File: config.mk
export PLATFORM = sky130hd
export DESIGN_NAME = s2c_cell
export DESIGN_NICKNAME = d
export VERILOG_FILES = /design/src/rtl/s2c_pkg.sv /design/src/rtl/s2c_cell.sv
export SDC_FILE = /design/constraint.sdc
export NUM_CORES = 1
export LEC_CHECK = 0
export ABC_AREA = 1
export ABC_CLOCK_PERIOD_IN_PS = 1900
export BUFFER_PORTS_ARGS = -buffer_cell sky130_fd_sc_hd__buf_4
export CAP_MARGIN = 20
export CORE_UTILIZATION = 30
export DETAILED_ROUTE_END_ITERATION = 8
export PLACE_DENSITY = 0.59
export SLEW_MARGIN = 25
export SYNTH_ARGS = -nofsm -noshare
export SYNTH_HDL_FRONTEND = slang
export SYNTH_SLANG_ARGS = --single-unit
File: constraint.sdc
create_clock -name clk_i -period 1.9 [get_ports clk_i]
set_input_delay 0.38 -clock clk_i [delete_from_list [all_inputs] [get_ports clk_i]]
set_output_delay 0.38 -clock clk_i [all_outputs]
set_load 0.05 [all_outputs]
File: src/rtl/s2c_pkg.sv
// ----------------------------------------------------------------------------
// s2c_pkg
// Shared types, constants and the arctangent table for the spherical to
// cartesian offset block.
// ----------------------------------------------------------------------------
package s2c_pkg;

  localparam int ANGLE_BITS    = 16;
  localparam int CORDIC_STAGES = 16;
  localparam int TABLE_LEN     = 24;
  localparam int NUM_STAGES    = (CORDIC_STAGES > TABLE_LEN) ? TABLE_LEN : CORDIC_STAGES;
  localparam int IDX_W         = $clog2(TABLE_LEN);

  // CORDIC gain, Q2.30
  localparam logic signed [33:0] CORDIC_GAIN = 34'sd652032874;

  typedef struct packed {
    logic signed [33:0] x;
    logic signed [33:0] y;
    logic signed [32:0] z;
  } rot_t;

  typedef struct packed {
    logic signed [31:0] cx;
    logic signed [31:0] cy;
    logic signed [31:0] cz;
    logic [30:0]        radius;
    logic               flip_lon;
    logic               flip_lat;
    rot_t               lon;
    rot_t               lat;
  } item_t;

  // Arctangent of 2^-i in units of 2^-32 turn
  function automatic logic [31:0] atan_turn(input logic [IDX_W-1:0] idx);
    logic [31:0] v;
    case (idx)
      5'd0:  v = 32'd536870912;
      5'd1:  v = 32'd316933406;
      5'd2:  v = 32'd167458907;
      5'd3:  v = 32'd85004756;
      5'd4:  v = 32'd42667331;
      5'd5:  v = 32'd21354465;
      5'd6:  v = 32'd10679838;
      5'd7:  v = 32'd5340247;
      5'd8:  v = 32'd2670163;
      5'd9:  v = 32'd1335087;
      5'd10: v = 32'd667544;
      5'd11: v = 32'd333772;
      5'd12: v = 32'd166886;
      5'd13: v = 32'd83443;
      5'd14: v = 32'd41722;
      5'd15: v = 32'd20861;
      5'd16: v = 32'd10430;
      5'd17: v = 32'd5215;
      5'd18: v = 32'd2608;
      5'd19: v = 32'd1304;
      5'd20: v = 32'd652;
      5'd21: v = 32'd326;
      5'd22: v = 32'd163;
      5'd23: v = 32'd81;
      default: v = 32'd0;
    endcase
    return v;
  endfunction

endpackage

File: src/rtl/s2c_cell.sv
// ----------------------------------------------------------------------------
// s2c_cell
// One CORDIC rotation step for both angles; passes the item to the next cell.
// ----------------------------------------------------------------------------
module s2c_cell (
  input  logic                      clk_i,
  input  logic                      rst_ni,
  input  logic                      en_i,
  input  logic [s2c_pkg::IDX_W-1:0] idx_i,
  input  logic                      valid_i,
  input  s2c_pkg::item_t            item_i,
  output logic                      valid_o,
  output s2c_pkg::item_t            item_o
);

  logic           valid_q;
  s2c_pkg::item_t item_q, item_d;
  logic [32:0]    atan;

  function automatic s2c_pkg::rot_t rot_step(input s2c_pkg::rot_t r,
                                             input logic [s2c_pkg::IDX_W-1:0] i,
                                             input logic [32:0] a);
    s2c_pkg::rot_t o;
    logic signed [33:0] dx, dy;
    dx = r.y >>> i;
    dy = r.x >>> i;
    if (!r.z[32]) begin
      o.x = r.x - dx;
      o.y = r.y + dy;
      o.z = r.z - $signed(a);
    end else begin
      o.x = r.x + dx;
      o.y = r.y - dy;
      o.z = r.z + $signed(a);
    end
    return o;
  endfunction

  assign atan = {1'b0, s2c_pkg::atan_turn(idx_i)};

  always_comb begin
    item_d     = item_i;
    item_d.lon = rot_step(item_i.lon, idx_i, atan);
    item_d.lat = rot_step(item_i.lat, idx_i, atan);
  end

  always_ff @(posedge clk_i or negedge rst_ni) begin
    if (!rst_ni) begin
      valid_q <= 1'b0;
    end else if (en_i) begin
      valid_q <= valid_i;
    end
  end

  always_ff @(posedge clk_i) begin
    if (en_i) begin
      item_q <= item_d;
    end
  end

  assign valid_o = valid_q;
  assign item_o  = item_q;

endmodule

## Word-level counts from Yosys, hierarchy flattened

Memory sizes are Yosys's and may differ from the RTL's.
Cells that the tools add are included.
W data, S select, Z words.

- Register bits: 332
- Memory bits (read-only): 960
- Input bits: 340
- Memories: 1

- Add/sub/neg operators: 12
- Shift-type cells: 4
- Mux-type cells: 2

Memories:

| memory | words | bits a word | read ports | clocked after Yosys merged registers in | write ports | RTL line | source |
|---|---|---|---|---|---|---|---|
| (no name shown) | 32 | 30 | 1 | 0 | 0 | s2c_pkg.sv:37 | `case (idx)` |

Operator list:

| kind | number |
|---|---|
| $mux W101 | 2 |
| $add A34 B34 Y34 | 4 |
| $sshr A34 B5 Y34 | 4 |
| $sub A34 B34 Y34 | 4 |
| $add A33 B33 Y33 | 2 |
| $sub A33 B33 Y33 | 2 |

## Longest topological paths before layout

Gate-level depths: netlist of run 1.

- Word-level depth: 3
- Depth in mapped cells: 38
- Gate-level depth less buffers: 35

## Worst setup path before layout of run 1

No wires, ideal clock.

- Path kind: input to register
- Start: input idx_i[0] in the netlist's numbering
- End: register item_q, in the netlist item_o[31], data pin
- Arrival: 4.165 ns
- Data required time: 1.641 ns
- Path slack: -2.524 ns
- Cell stages on the path: 31
- Path buffers: 3
- Path through: buf_6 inv_4 buf_8 buf_4 ha_1 nor2_1 nor2_1 a221oi_2 ha_1 inv_1 nor2_1 nand3_1 inv_2 nand2_1 nor2_2 inv_2 nor2_2 nand2_1 nand2_1 nand2_1 o21ai_1 ha_1 a21oi_1 inv_1 a31oi_1 o21ai_0 a211oi_1 nand2_1 nand2_1 nand3_1 xor2_1

RTL lines:

| element | RTL line | source |
|---|---|---|
| start: declaration | s2c_cell.sv:9 | `input logic [s2c_pkg::IDX_W-1:0] idx_i,` |
| end signal: assignment | s2c_cell.sv:57 | `item_q <= item_d;` |
| end: declaration | s2c_cell.sv:17 | `s2c_pkg::item_t item_q, item_d;` |

==> results of run 1 <==
cell type report:
cell class / count / area (sq um) / share of cell area [%]
clock buffers: 46 / 1020 / 1.65
multi-input cells: 4044 / 27200 / 43.9
well taps: 1488 / 1860 / 3.00
repair buffers: 2442 / 19900 / 32.1
repair inverters: 2 / 22.5 / 0.0363
flip-flops and latches: 332 / 9960 / 16.1
inverters: 431 / 1680 / 2.70
clock inverters: 23 / 332 / 0.534
diodes: 2 / 5.00 / 0.00806
registers in the layout, summed over array words and instances, names as in the netlist:
register,count
item_o,331
valid_o,1
metrics by stage:
step	cell area [sq um]	instances	hold slack (ns)	TNS, ns
finish	62100	8810	0.0638	-285.74
floorplan	34200	4982	0.0844	-315.62
detailed placement	51700	8446	0.156	-446.58
CTS	57100	8713	0.0297	-270.09
global route	62100	8810	0.0445	-315.13
global placement	51700	8446	0.155	-438.02
metal layers:
layer  wire, um  part of all wire, %  track usage (%)
met1      63800                   37             30.8
met2      85500                   50             50.1
met3      10400                  6.1             4.49
met4      11700                  6.8             16.4
met5        149                0.087                0
timing repair:
item                                    in CTS  in global routing
cloned                                       7                 14
setup buffers                               62                 89
pin swaps                                  217                349
resized for setup                          556                922
hold endpoints to repair                   131                  0
endpoints found under the setup margin     196                196
hold buffers                               131                  0
cell families after synthesis:
logic type               after synthesis
AND/OR/NAND/NOR                     2973
buffers and inverters                606
XOR/XNOR                             278
adder cells (fa/ha/maj)              215
AO/OA/AOI/OAI                        577
multiplexers                           1
flip-flops                           332
critical path, delay by kind of cell:
family	cells	cell delay, ns
AND/OR/NAND/NOR	23	2.14
AO/OA/AOI/OAI	3	0.44
XOR/XNOR	1	0.15
buffers and inverters	6	0.76
adder cells (fa/ha/maj)	1	0.33
synthesized netlist by cell type, types with 2 or more instances:
library cell	n	area share, %
o221a_2	8	0.27
o211ai_1	10	0.22
nand2_2	32	0.59
fa_1	6	0.36
ha_1	209	7.7
o221ai_1	3	0.078
buf_6	23	0.77
o21bai_1	3	0.067
nand4_1	45	0.83
inv_2	34	0.38
edfxtp_1	331	29
or2_1	2	0.037
clkbuf_1	45	0.50
xor2_1	206	5.3
nor3_1	28	0.41
inv_4	4	0.074
a21oi_2	6	0.16
nand3b_1	10	0.22
nand2_1	1653	18
a21o_1	26	0.58
a22oi_1	2	0.044
nor2_2	31	0.57
o21ai_4	2	0.096
buf_4	14	0.31
o21ai_2	4	0.10
xnor2_1	72	1.9
and2_1	2	0.037
nand3_2	16	0.47
nand3_1	781	12
a211oi_1	10	0.22
nor3_2	2	0.059
nor2_4	8	0.27
a21oi_1	219	3.2
o21a_1	14	0.31
a31oi_1	58	1.1
buf_1	26	0.29
a21boi_0	10	0.22
inv_1	392	4.4
o21ai_1	24	0.36
nor3_4	2	0.096
nor4_1	3	0.056
buf_2	66	0.98
or2_2	4	0.074
o21ai_0	173	2.6
nor2_1	349	3.9
path summary, 6_finish.rpt:
check                                    start                    end  slack, ns
setup / recovery                      idx_i[0]  item_o[167]$_DFFE_PP_      -1.96
max in group asynchronous               rst_ni    valid_o$_DFFE_PN0P_       1.74
min in group asynchronous               rst_ni    valid_o$_DFFE_PN0P_       0.08
hold / removal                     item_i[101]  item_o[101]$_DFFE_PP_       0.06
setup reg to reg           valid_o$_DFFE_PN0P_    valid_o$_DFFE_PN0P_       1.16
hold reg to reg            valid_o$_DFFE_PN0P_    valid_o$_DFFE_PN0P_       0.51
power breakdown:
part	switching (mW)	leakage (nW)	total (mW)	internal, mW
sequential	0.481	3.25	10.5	10.0
clock	3.28	0.661	8.01	4.73
combinational	17.1	26.2	29.9	12.8
==> results.sh, run 1 <==
export IMPL_slowest_stage="ha_1"
export IMPL_critical_path_peak_fanout=5
export IMPL_power_density_cell_area_mw_per_mm2=780
export IMPL_max_slew_worst_pin_slew_ns=0.940
export IMPL_post_dp_hpwl_mm=136
export IMPL_ys_async_sr_fraction_pct=0.301
export IMPL_floorplan_core_area_sq_mm=0.111
export IMPL_yosys_cell_types_count=59
export IMPL_period_minus_slack_ns=3.86
export IMPL_grt_util_all_layers_pct=27.9
export IMPL_fill_cells=10261
export IMPL_hold_class="in -> reg"
export IMPL_cts_root_buf="clkbuf_16"
export IMPL_yosys_area_share_adder_pct=8.10
export IMPL_final_hold_violation_count=0
export IMPL_max_cap_violations=0
export IMPL_tritoncts_num_buffers=39
export IMPL_final_layout_size_suffix_gt1_share_pct=49.9
export IMPL_die_area_sq_mm=0.114
export IMPL_ios=672
export IMPL_postLayoutSetupSlackWorst_ns=-1.96
export IMPL_drt_first_iter_violations=2958
export IMPL_preCtsSetupSlack_ns=-2.89
export IMPL_synth_top_family_by_area="simple AND/OR/NAND/NOR gates"
export IMPL_timing_critical_path_to_type="flip-flop"
export IMPL_status="complete, but fails checks"
export IMPL_finClkSkew_ns=0
export IMPL_grt_pass1_wl_mm=242
export IMPL_drt_first_pass_iters=6
export IMPL_violations_in_the_final_reports="negative setup slack"
export IMPL_cts_tree="yes"
export IMPL_antenna_found_initial=14
export IMPL_areaGrowthSynthToFinish_pct=83.7
export IMPL_placement_io_buffers=671
export IMPL_finalCoreUtilization_pct=55.9
export IMPL_cts_root_to_sink_buffers=3
export IMPL_data_arrival_time_at_the_worst_slack_endpoint_ns=4.23
export IMPL_mostFrequentLayoutCells="2162 x buf_4, 1361 x nand2_1, 558 x nand3_1, 343 x inv_1, 331 x edfxtp_1"
export IMPL_worst_setup_hold_path_clk_slew_ns=0.06
export IMPL_required_ns=2.27
export IMPL_clock_sinks=332
export IMPL_route_vias_total=43648
export IMPL_clk_insertion_delay_late_ns=0.61
export IMPL_ir_worst_vdd_uv=639
export IMPL_worst_setup_path_type="in -> reg"
export IMPL_postSynthNetCount=5537
export IMPL_max_slew_margin_rel_pct=36.7
export IMPL_timing_hold_worst_path_depth=2
export IMPL_seq_total_area_yosys_pct=29.5
export IMPL_maximum_number_of_pins_on_one_net_before_global_route_repair=61
export IMPL_post_synth_instance_area_sq_mm=0.0338
export IMPL_synth_seq_cells=332
export IMPL_antenna_left=0
export IMPL_critical_path_top_cell_by_count="nand2_1"
export IMPL_detail_route_wl_per_cell_um=19.5
export IMPL_setup_repair_after_global_routing_missed_its_margin="true"
export IMPL_ff2ff_path_depth=1
export IMPL_fin_crit_sh_pct=203
export IMPL_post_synth_and_or_nand_nor_area_fraction_pct=37.7
export IMPL_cts_max_level=2
export IMPL_achievable_freq_mhz=259
export IMPL_synth_compound_area_share_pct=9.74
export IMPL_grt_overflow_total=0
export IMPL_report_final_slew_viol_count=0
export IMPL_post_synth_mux_area_share_pct=0.0333
export IMPL_dieWidth_um=338
export IMPL_remaining_drc_errors=0
export IMPL_yosysWarnings=0
export IMPL_yosys_area_share_xor_xnor_pct=7.21
export IMPL_postSynthCellCount=4982
export IMPL_wl_mm=172
export IMPL_synth_flop_cell="edfxtp_1"
export IMPL_leakage_power_of_the_design_nw=30.1
export IMPL_setup_viol=196
export IMPL_place_gp_congestion=0.998
export IMPL_layout_commonest_cell="buf_4"
export IMPL_grt_pass1_vias=42011
export IMPL_floorplan_rows=122
export IMPL_fin_total_pwr_mw=48.4
export IMPL_floorplan_initialDensity_pct=30.4
export IMPL_synthesized_area_per_cell_sq_um=6.78
export IMPL_avgViaCountPerCell=4.95
export IMPL_slowest_delay_ns=0.33
export IMPL_fp_dieH_um=338
export IMPL_number_of_flops_mapped_to_enable_cells_by_yosys=331
export IMPL_crit_path_start_kind="input port"
export IMPL_net_count_reported_at_finish=7847
Power figures use the tool's default switching activity.
==> inputs of run 2 (changes only) <==
==> config.mk (replaced) <==
export PLATFORM = sky130hd
export DESIGN_NAME = s2c_cell
export DESIGN_NICKNAME = d
export VERILOG_FILES = /design/src/rtl/s2c_pkg.sv /design/src/rtl/s2c_cell.sv
export SDC_FILE = /design/constraint.sdc
export NUM_CORES = 1
export LEC_CHECK = 0
export ABC_CLOCK_PERIOD_IN_PS = 1900
export BUFFER_PORTS_ARGS = -buffer_cell sky130_fd_sc_hd__buf_4
export CAP_MARGIN = 20
export CORE_AREA = 2 2 260 262
export DETAILED_ROUTE_END_ITERATION = 8
export DIE_AREA = 0 0 262 264
export PLACE_DENSITY = 0.85
export SLEW_MARGIN = 20
export SYNTH_ARGS = -nofsm -noshare
export SYNTH_HDL_FRONTEND = slang
export SYNTH_SLANG_ARGS = --single-unit
==> run 2 against run 1 <==
  * The flow now stops in global routing (5_1_grt)
  * Synthesized cell count down 30%
  * Area after synthesis rose by 1.2%
==> results.sh, run 2 <==
export IMPL_dieWidth_um=262
export IMPL_yosysWarnings=0
export IMPL_fp_dieH_um=264
export IMPL_yosys_area_share_xor_xnor_pct=8.25
export IMPL_placement_io_buffers=671
export IMPL_stage_where_the_run_ended="global routing (5_1_grt)"
export IMPL_cts_max_level=2
export IMPL_tool_error="[ERROR GRT-0116] Global routing finished with congestion. Check the congestion regions in the DRC Viewer."
export IMPL_ys_async_sr_fraction_pct=0.301
export IMPL_seq_total_area_yosys_pct=29.1
export IMPL_yosysTopAreaCell="edfxtp_1"
export IMPL_synth_top_family_by_area="compound AO/OA/AOI/OAI gates"
export IMPL_floorplan_rows=95
export IMPL_tritoncts_num_buffers=38
export IMPL_ios=672
export IMPL_yosys_area_share_adder_pct=8.00
export IMPL_clock_sinks=332
export IMPL_status="stopped before the end"
export IMPL_ys_top_cells_by_count="331 x edfxtp_1, 276 x nor2_1, 257 x a21oi_1, 256 x nand2_1, 209 x ha_1"
export IMPL_maximum_number_of_pins_on_one_net_before_global_route_repair=50
export IMPL_synth_flop_cell="edfxtp_1"
export IMPL_postSynthNetCount=4027
export IMPL_synth_top_cell_area_share_pct=29.1
export IMPL_synth_seq_cells=332
export IMPL_grt_util_all_layers_pct=76.1
export IMPL_grt_pass1_wl_mm=381
export IMPL_post_synth_instance_area_sq_mm=0.0342
export IMPL_post_synth_mux_area_share_pct=17.0
export IMPL_grt_overflow_total=167
export IMPL_floorplan_initialDensity_pct=51.4
export IMPL_synthesized_area_per_cell_sq_um=9.85
export IMPL_cts_root_buf="clkbuf_16"
export IMPL_postSynthCellCount=3472
export IMPL_post_dp_hpwl_mm=150
export IMPL_synth_compound_area_share_pct=19.9
export IMPL_post_synth_and_or_nand_nor_area_fraction_pct=13.5
export IMPL_place_gp_congestion=1.16
export IMPL_number_of_flops_mapped_to_enable_cells_by_yosys=331
export IMPL_grt_pass1_vias=52536
export IMPL_yosys_cell_types_count=109
export IMPL_post_synth_main_area_contributors="edfxtp_1 29%, mux4_2 9.9%, ha_1 7.6%, xnor2_1 5.2%, a21oi_1 3.8%"
export IMPL_cts_root_to_sink_buffers=3
export IMPL_post_synth_top_count_cell="edfxtp_1"
[run 2: timing repair]
item | 4_1_cts
gates resized for setup | 301
buffers inserted | 104
pin swaps | 184
cloned | 6
setup endpoints to repair | 202
endpoints found under the hold margin | 118
hold buffers | 118
[run 2: cells by family after synthesis]
kind of cell,after synthesis
mux,369
compound gates,1014
flops,332
simple gates,942
fa+ha+maj,215
buf+inv,278
xor+xnor,322
[run 2: stage by stage]
stage / area, sq um / instances / TNS [ns] / worst slack, ns
CTS: 56800 / 6619 / -419.12 / -3.04
detailed placement: 52000 / 6326 / -573.69 / -3.90
global placement: 52000 / 6326 / -550.89 / -3.70
floorplan: 35400 / 3472 / -459.27 / -3.50
[run 2: layer usage]
metal / track usage, % / overflow
met1: 78.1 / 1
met2: 88.2 / 70
met3: 66.1 / 6
met4: 66.1 / 90
met5: 50.9 / 0
==> inputs of run 3 (changes only) <==
--- a/config.mk
+++ b/config.mk
@@ -8,10 +8,9 @@
 export ABC_CLOCK_PERIOD_IN_PS = 1900
 export BUFFER_PORTS_ARGS = -buffer_cell sky130_fd_sc_hd__buf_4
 export CAP_MARGIN = 20
-export CORE_AREA = 2 2 260 262
+export CORE_UTILIZATION = 40
 export DETAILED_ROUTE_END_ITERATION = 8
-export DIE_AREA = 0 0 262 264
-export PLACE_DENSITY = 0.85
+export PLACE_DENSITY_LB_ADDON = 0.15
 export SLEW_MARGIN = 20
 export SYNTH_ARGS = -nofsm -noshare
 export SYNTH_HDL_FRONTEND = slang
==> run 3 against run 2 <==
  * The flow now finishes, with violations (negative setup slack)
  * Synthesized cell count stayed put
  * Area after synthesis stayed put
==> results.sh, run 3 <==
export IMPL_antenna_found_initial=19
export IMPL_hold_class="in -> reg"
export IMPL_post_synth_and_or_nand_nor_area_fraction_pct=13.5
export IMPL_post_dp_hpwl_mm=142
export IMPL_remaining_drc_errors=0
export IMPL_maximum_number_of_pins_on_one_net_before_global_route_repair=38
export IMPL_grt_overflow_total=0
export IMPL_floorplan_rows=106
export IMPL_grt_pass1_wl_mm=259
export IMPL_max_cap_violations=0
export IMPL_synth_flop_cell="edfxtp_1"
export IMPL_worst_setup_hold_path_clk_slew_ns=0.06
export IMPL_postSynthCellCount=3472
export IMPL_ios=672
export IMPL_synth_top_cell_area_share_pct=29.1
export IMPL_place_gp_congestion=1.06
export IMPL_drt_first_iter_violations=3609
export IMPL_ys_top_cells_by_count="331 x edfxtp_1, 276 x nor2_1, 257 x a21oi_1, 256 x nand2_1, 209 x ha_1"
export IMPL_net_count_reported_at_finish=6409
export IMPL_synthesized_area_per_cell_sq_um=9.85
export IMPL_slowest_stage="mux4_2"
export IMPL_ys_async_sr_fraction_pct=0.301
export IMPL_achievable_freq_mhz=201
export IMPL_ir_worst_vdd_uv=1000
export IMPL_pwr_share_comb_pct=62.3
export IMPL_post_synth_top_count_cell="edfxtp_1"
export IMPL_setup_repair_after_global_routing_missed_its_margin="true"
export IMPL_max_slew_worst_pin_slew_ns=0.762
export IMPL_cp_buffers_inverters=5
export IMPL_fp_dieH_um=294
export IMPL_detail_route_wl_per_cell_um=26.1
export IMPL_post_dp_cell_area_sq_mm=0.0525
export IMPL_yosysTopAreaCell="edfxtp_1"
export IMPL_postSynthNetCount=4027
export IMPL_cts_root_to_sink_buffers=3
export IMPL_mostFrequentLayoutCells="2255 x buf_4, 331 x edfxtp_1, 246 x nor2_1, 233 x nand2_1, 190 x xnor2_1"
export IMPL_avgViaCountPerCell=5.80
export IMPL_cts_root_buf="clkbuf_16"
export IMPL_fin_crit_sh_pct=262
export IMPL_status="complete, but fails checks"
export IMPL_critical_path_peak_fanout=8
export IMPL_timing_critical_path_to_type="flip-flop"
export IMPL_post_synth_main_area_contributors="edfxtp_1 29%, mux4_2 9.9%, ha_1 7.6%, xnor2_1 5.2%, a21oi_1 3.8%"
export IMPL_synth_top_family_by_area="compound AO/OA/AOI/OAI gates"
export IMPL_yosysWarnings=0
export IMPL_yosys_cell_types_count=109
export IMPL_leakage_power_of_the_design_nw=26.7
export IMPL_data_arrival_time_at_the_worst_slack_endpoint_ns=5.31
export IMPL_share_of_total_power_in_sequential_cells_pct=22.1
export IMPL_required_ns=2.24
export IMPL_floorplan_initialDensity_pct=40.7
export IMPL_setup_viol=202
export IMPL_power_density_cell_area_mw_per_mm2=810
export IMPL_cts_tree="yes"
export IMPL_grt_pass1_vias=40214
export IMPL_antenna_left=0
export IMPL_grt_util_all_layers_pct=40.4
export IMPL_number_of_flops_mapped_to_enable_cells_by_yosys=331
export IMPL_placement_io_buffers=671
export IMPL_period_minus_slack_ns=4.98
export IMPL_crit_path_start_kind="input port"
export IMPL_internal_power_mw=27.6
export IMPL_post_synth_instance_area_sq_mm=0.0342
export IMPL_path_delay_family="compound AO/OA/AOI/OAI gates"
export IMPL_power_clock_fraction_pct=15.6
export IMPL_final_cell_area_sq_mm=0.0593
export IMPL_final_hold_violation_count=0
export IMPL_final_layout_size_suffix_gt1_share_pct=55.3
export IMPL_largest_register_ffs=331
export IMPL_tritoncts_num_buffers=39
export IMPL_cts_max_level=2
export IMPL_max_slew_margin_rel_pct=49.0
export IMPL_yosys_area_share_xor_xnor_pct=8.25
export IMPL_power_switching_mw=20.5
export IMPL_slowest_delay_ns=0.58
export IMPL_clk_insertion_delay_late_ns=0.61
export IMPL_route_vias_total=40785
export IMPL_clock_sinks=332
export IMPL_seq_total_area_yosys_pct=29.1
export IMPL_fin_total_pwr_mw=48.1
export IMPL_worst_setup_path_type="in -> reg"
export IMPL_die_area_sq_mm=0.0867
export IMPL_timing_critical_path_cells="buf_16 -> buf_4 -> buf_12 -> mux4_2 -> a22o_1 -> a211o_1 -> nor4b_2 -> buf_4 -> and4_1 -> buf_6 -> a31oi_4 -> xnor2_2 -> ha_1 -> a21o_1 -> a211o_1 -> nand3b_1 -> a21oi_2 -> a221o_1 -> o41ai_2 -> nor2_1 -> a2111oi_4 -> a21oi_2 -> xor2_1"
export IMPL_synth_compound_area_share_pct=19.9
export IMPL_floorplan_core_area_sq_mm=0.0841
export IMPL_synth_seq_cells=332
export IMPL_drt_first_pass_iters=6
export IMPL_violations_in_the_final_reports="negative setup slack"
export IMPL_post_synth_mux_area_share_pct=17.0
export IMPL_layout_commonest_cell="buf_4"
export IMPL_report_final_slew_viol_count=0
export IMPL_yosys_area_share_adder_pct=8.00
export IMPL_dieWidth_um=294
export IMPL_areaGrowthSynthToFinish_pct=73.5
export IMPL_sw_frac_of_total_pct=42.6
export IMPL_postLayoutSetupSlackWorst_ns=-3.08
export IMPL_wl_mm=184
export IMPL_finClkSkew_ns=0
## run 3: path summary, 6_finish.rpt
check / startpoint / endpoint / slack [ns] / depth (start not counted)
max in group asynchronous: rst_ni / valid_o$_DFFE_PN0P_ / 1.73 / 2
max: idx_i[0] / item_o[99]$_DFFE_PP_ / -3.08 / 23
min in group asynchronous: rst_ni / valid_o$_DFFE_PN0P_ / 0.09 / 2
min reg2reg: valid_o$_DFFE_PN0P_ / valid_o$_DFFE_PN0P_ / 0.52 / 1
max reg2reg: valid_o$_DFFE_PN0P_ / valid_o$_DFFE_PN0P_ / 1.15 / 1
min: item_i[267] / item_o[267]$_DFFE_PP_ / 0.08 / 1
## run 3: cell families after synthesis
| group | count (synthesis) |
|---|---|
| buf+inv | 278 |
| xor+xnor | 322 |
| mux | 369 |
| flops | 332 |
| compound gates | 1014 |
| simple gates | 942 |
| fa+ha+maj | 215 |
## run 3: final cells by class
type	instances	area, sq um
Fill cell	6434	24800
Tap cell	1134	1420
Sequential cell	332	9960
Multi-Input combinational cell	2862	25700
Timing Repair Buffer	2531	20700
Inverter	88	369
Clock buffer	49	1010
Clock inverter	19	206
Antenna cell	12	30.0
## run 3: power groups by stage
stage	Combinational, mW	Sequential (mW)	Clock (mW)
global placement	26.6	10.7	0
finish	30.0	10.6	7.49
floorplan	9.90	15.7	0
CTS	28.2	10.6	7.52
detailed placement	26.7	10.7	0
global route	31.3	10.7	7.81
## run 3: repair_timing
action | 4_1_cts | 5_1_grt
pin swaps | 149 | 229
hold buffers | 130 | 0
gates resized for setup | 254 | 250
setup buffers | 107 | 110
setup endpoints to repair | 202 | 202
gates cloned | 8 | 4
endpoints found under the hold margin | 130 | 0
## run 3: stage by stage
stage / util [%] / worst slack, ns / instances / hold WS (ns) / TNS (ns)
floorplan: - / -3.50 / 3472 / 0.0844 / -459.27
global placement: 62.5 / -3.95 / 6606 / 0.155 / -579.93
detailed placement: 62.5 / -3.81 / 6607 / 0.156 / -576.07
CTS: 68.1 / -3.00 / 6912 / 0.0527 / -414.25
global route: 70.6 / -3.25 / 7027 / 0.0505 / -468.47
finish: 70.6 / -3.08 / 7027 / 0.0841 / -444.17
## run 3: per-layer routing
layer  vias up  GRT usage (%)  part of all wire, %
met5         -          0.170                0.030
met4         8           24.2                  6.7
met3       521           8.76                  9.2
met2      2274           65.4                   46
met1     19799           49.0                   38
li1      18183              -                    -
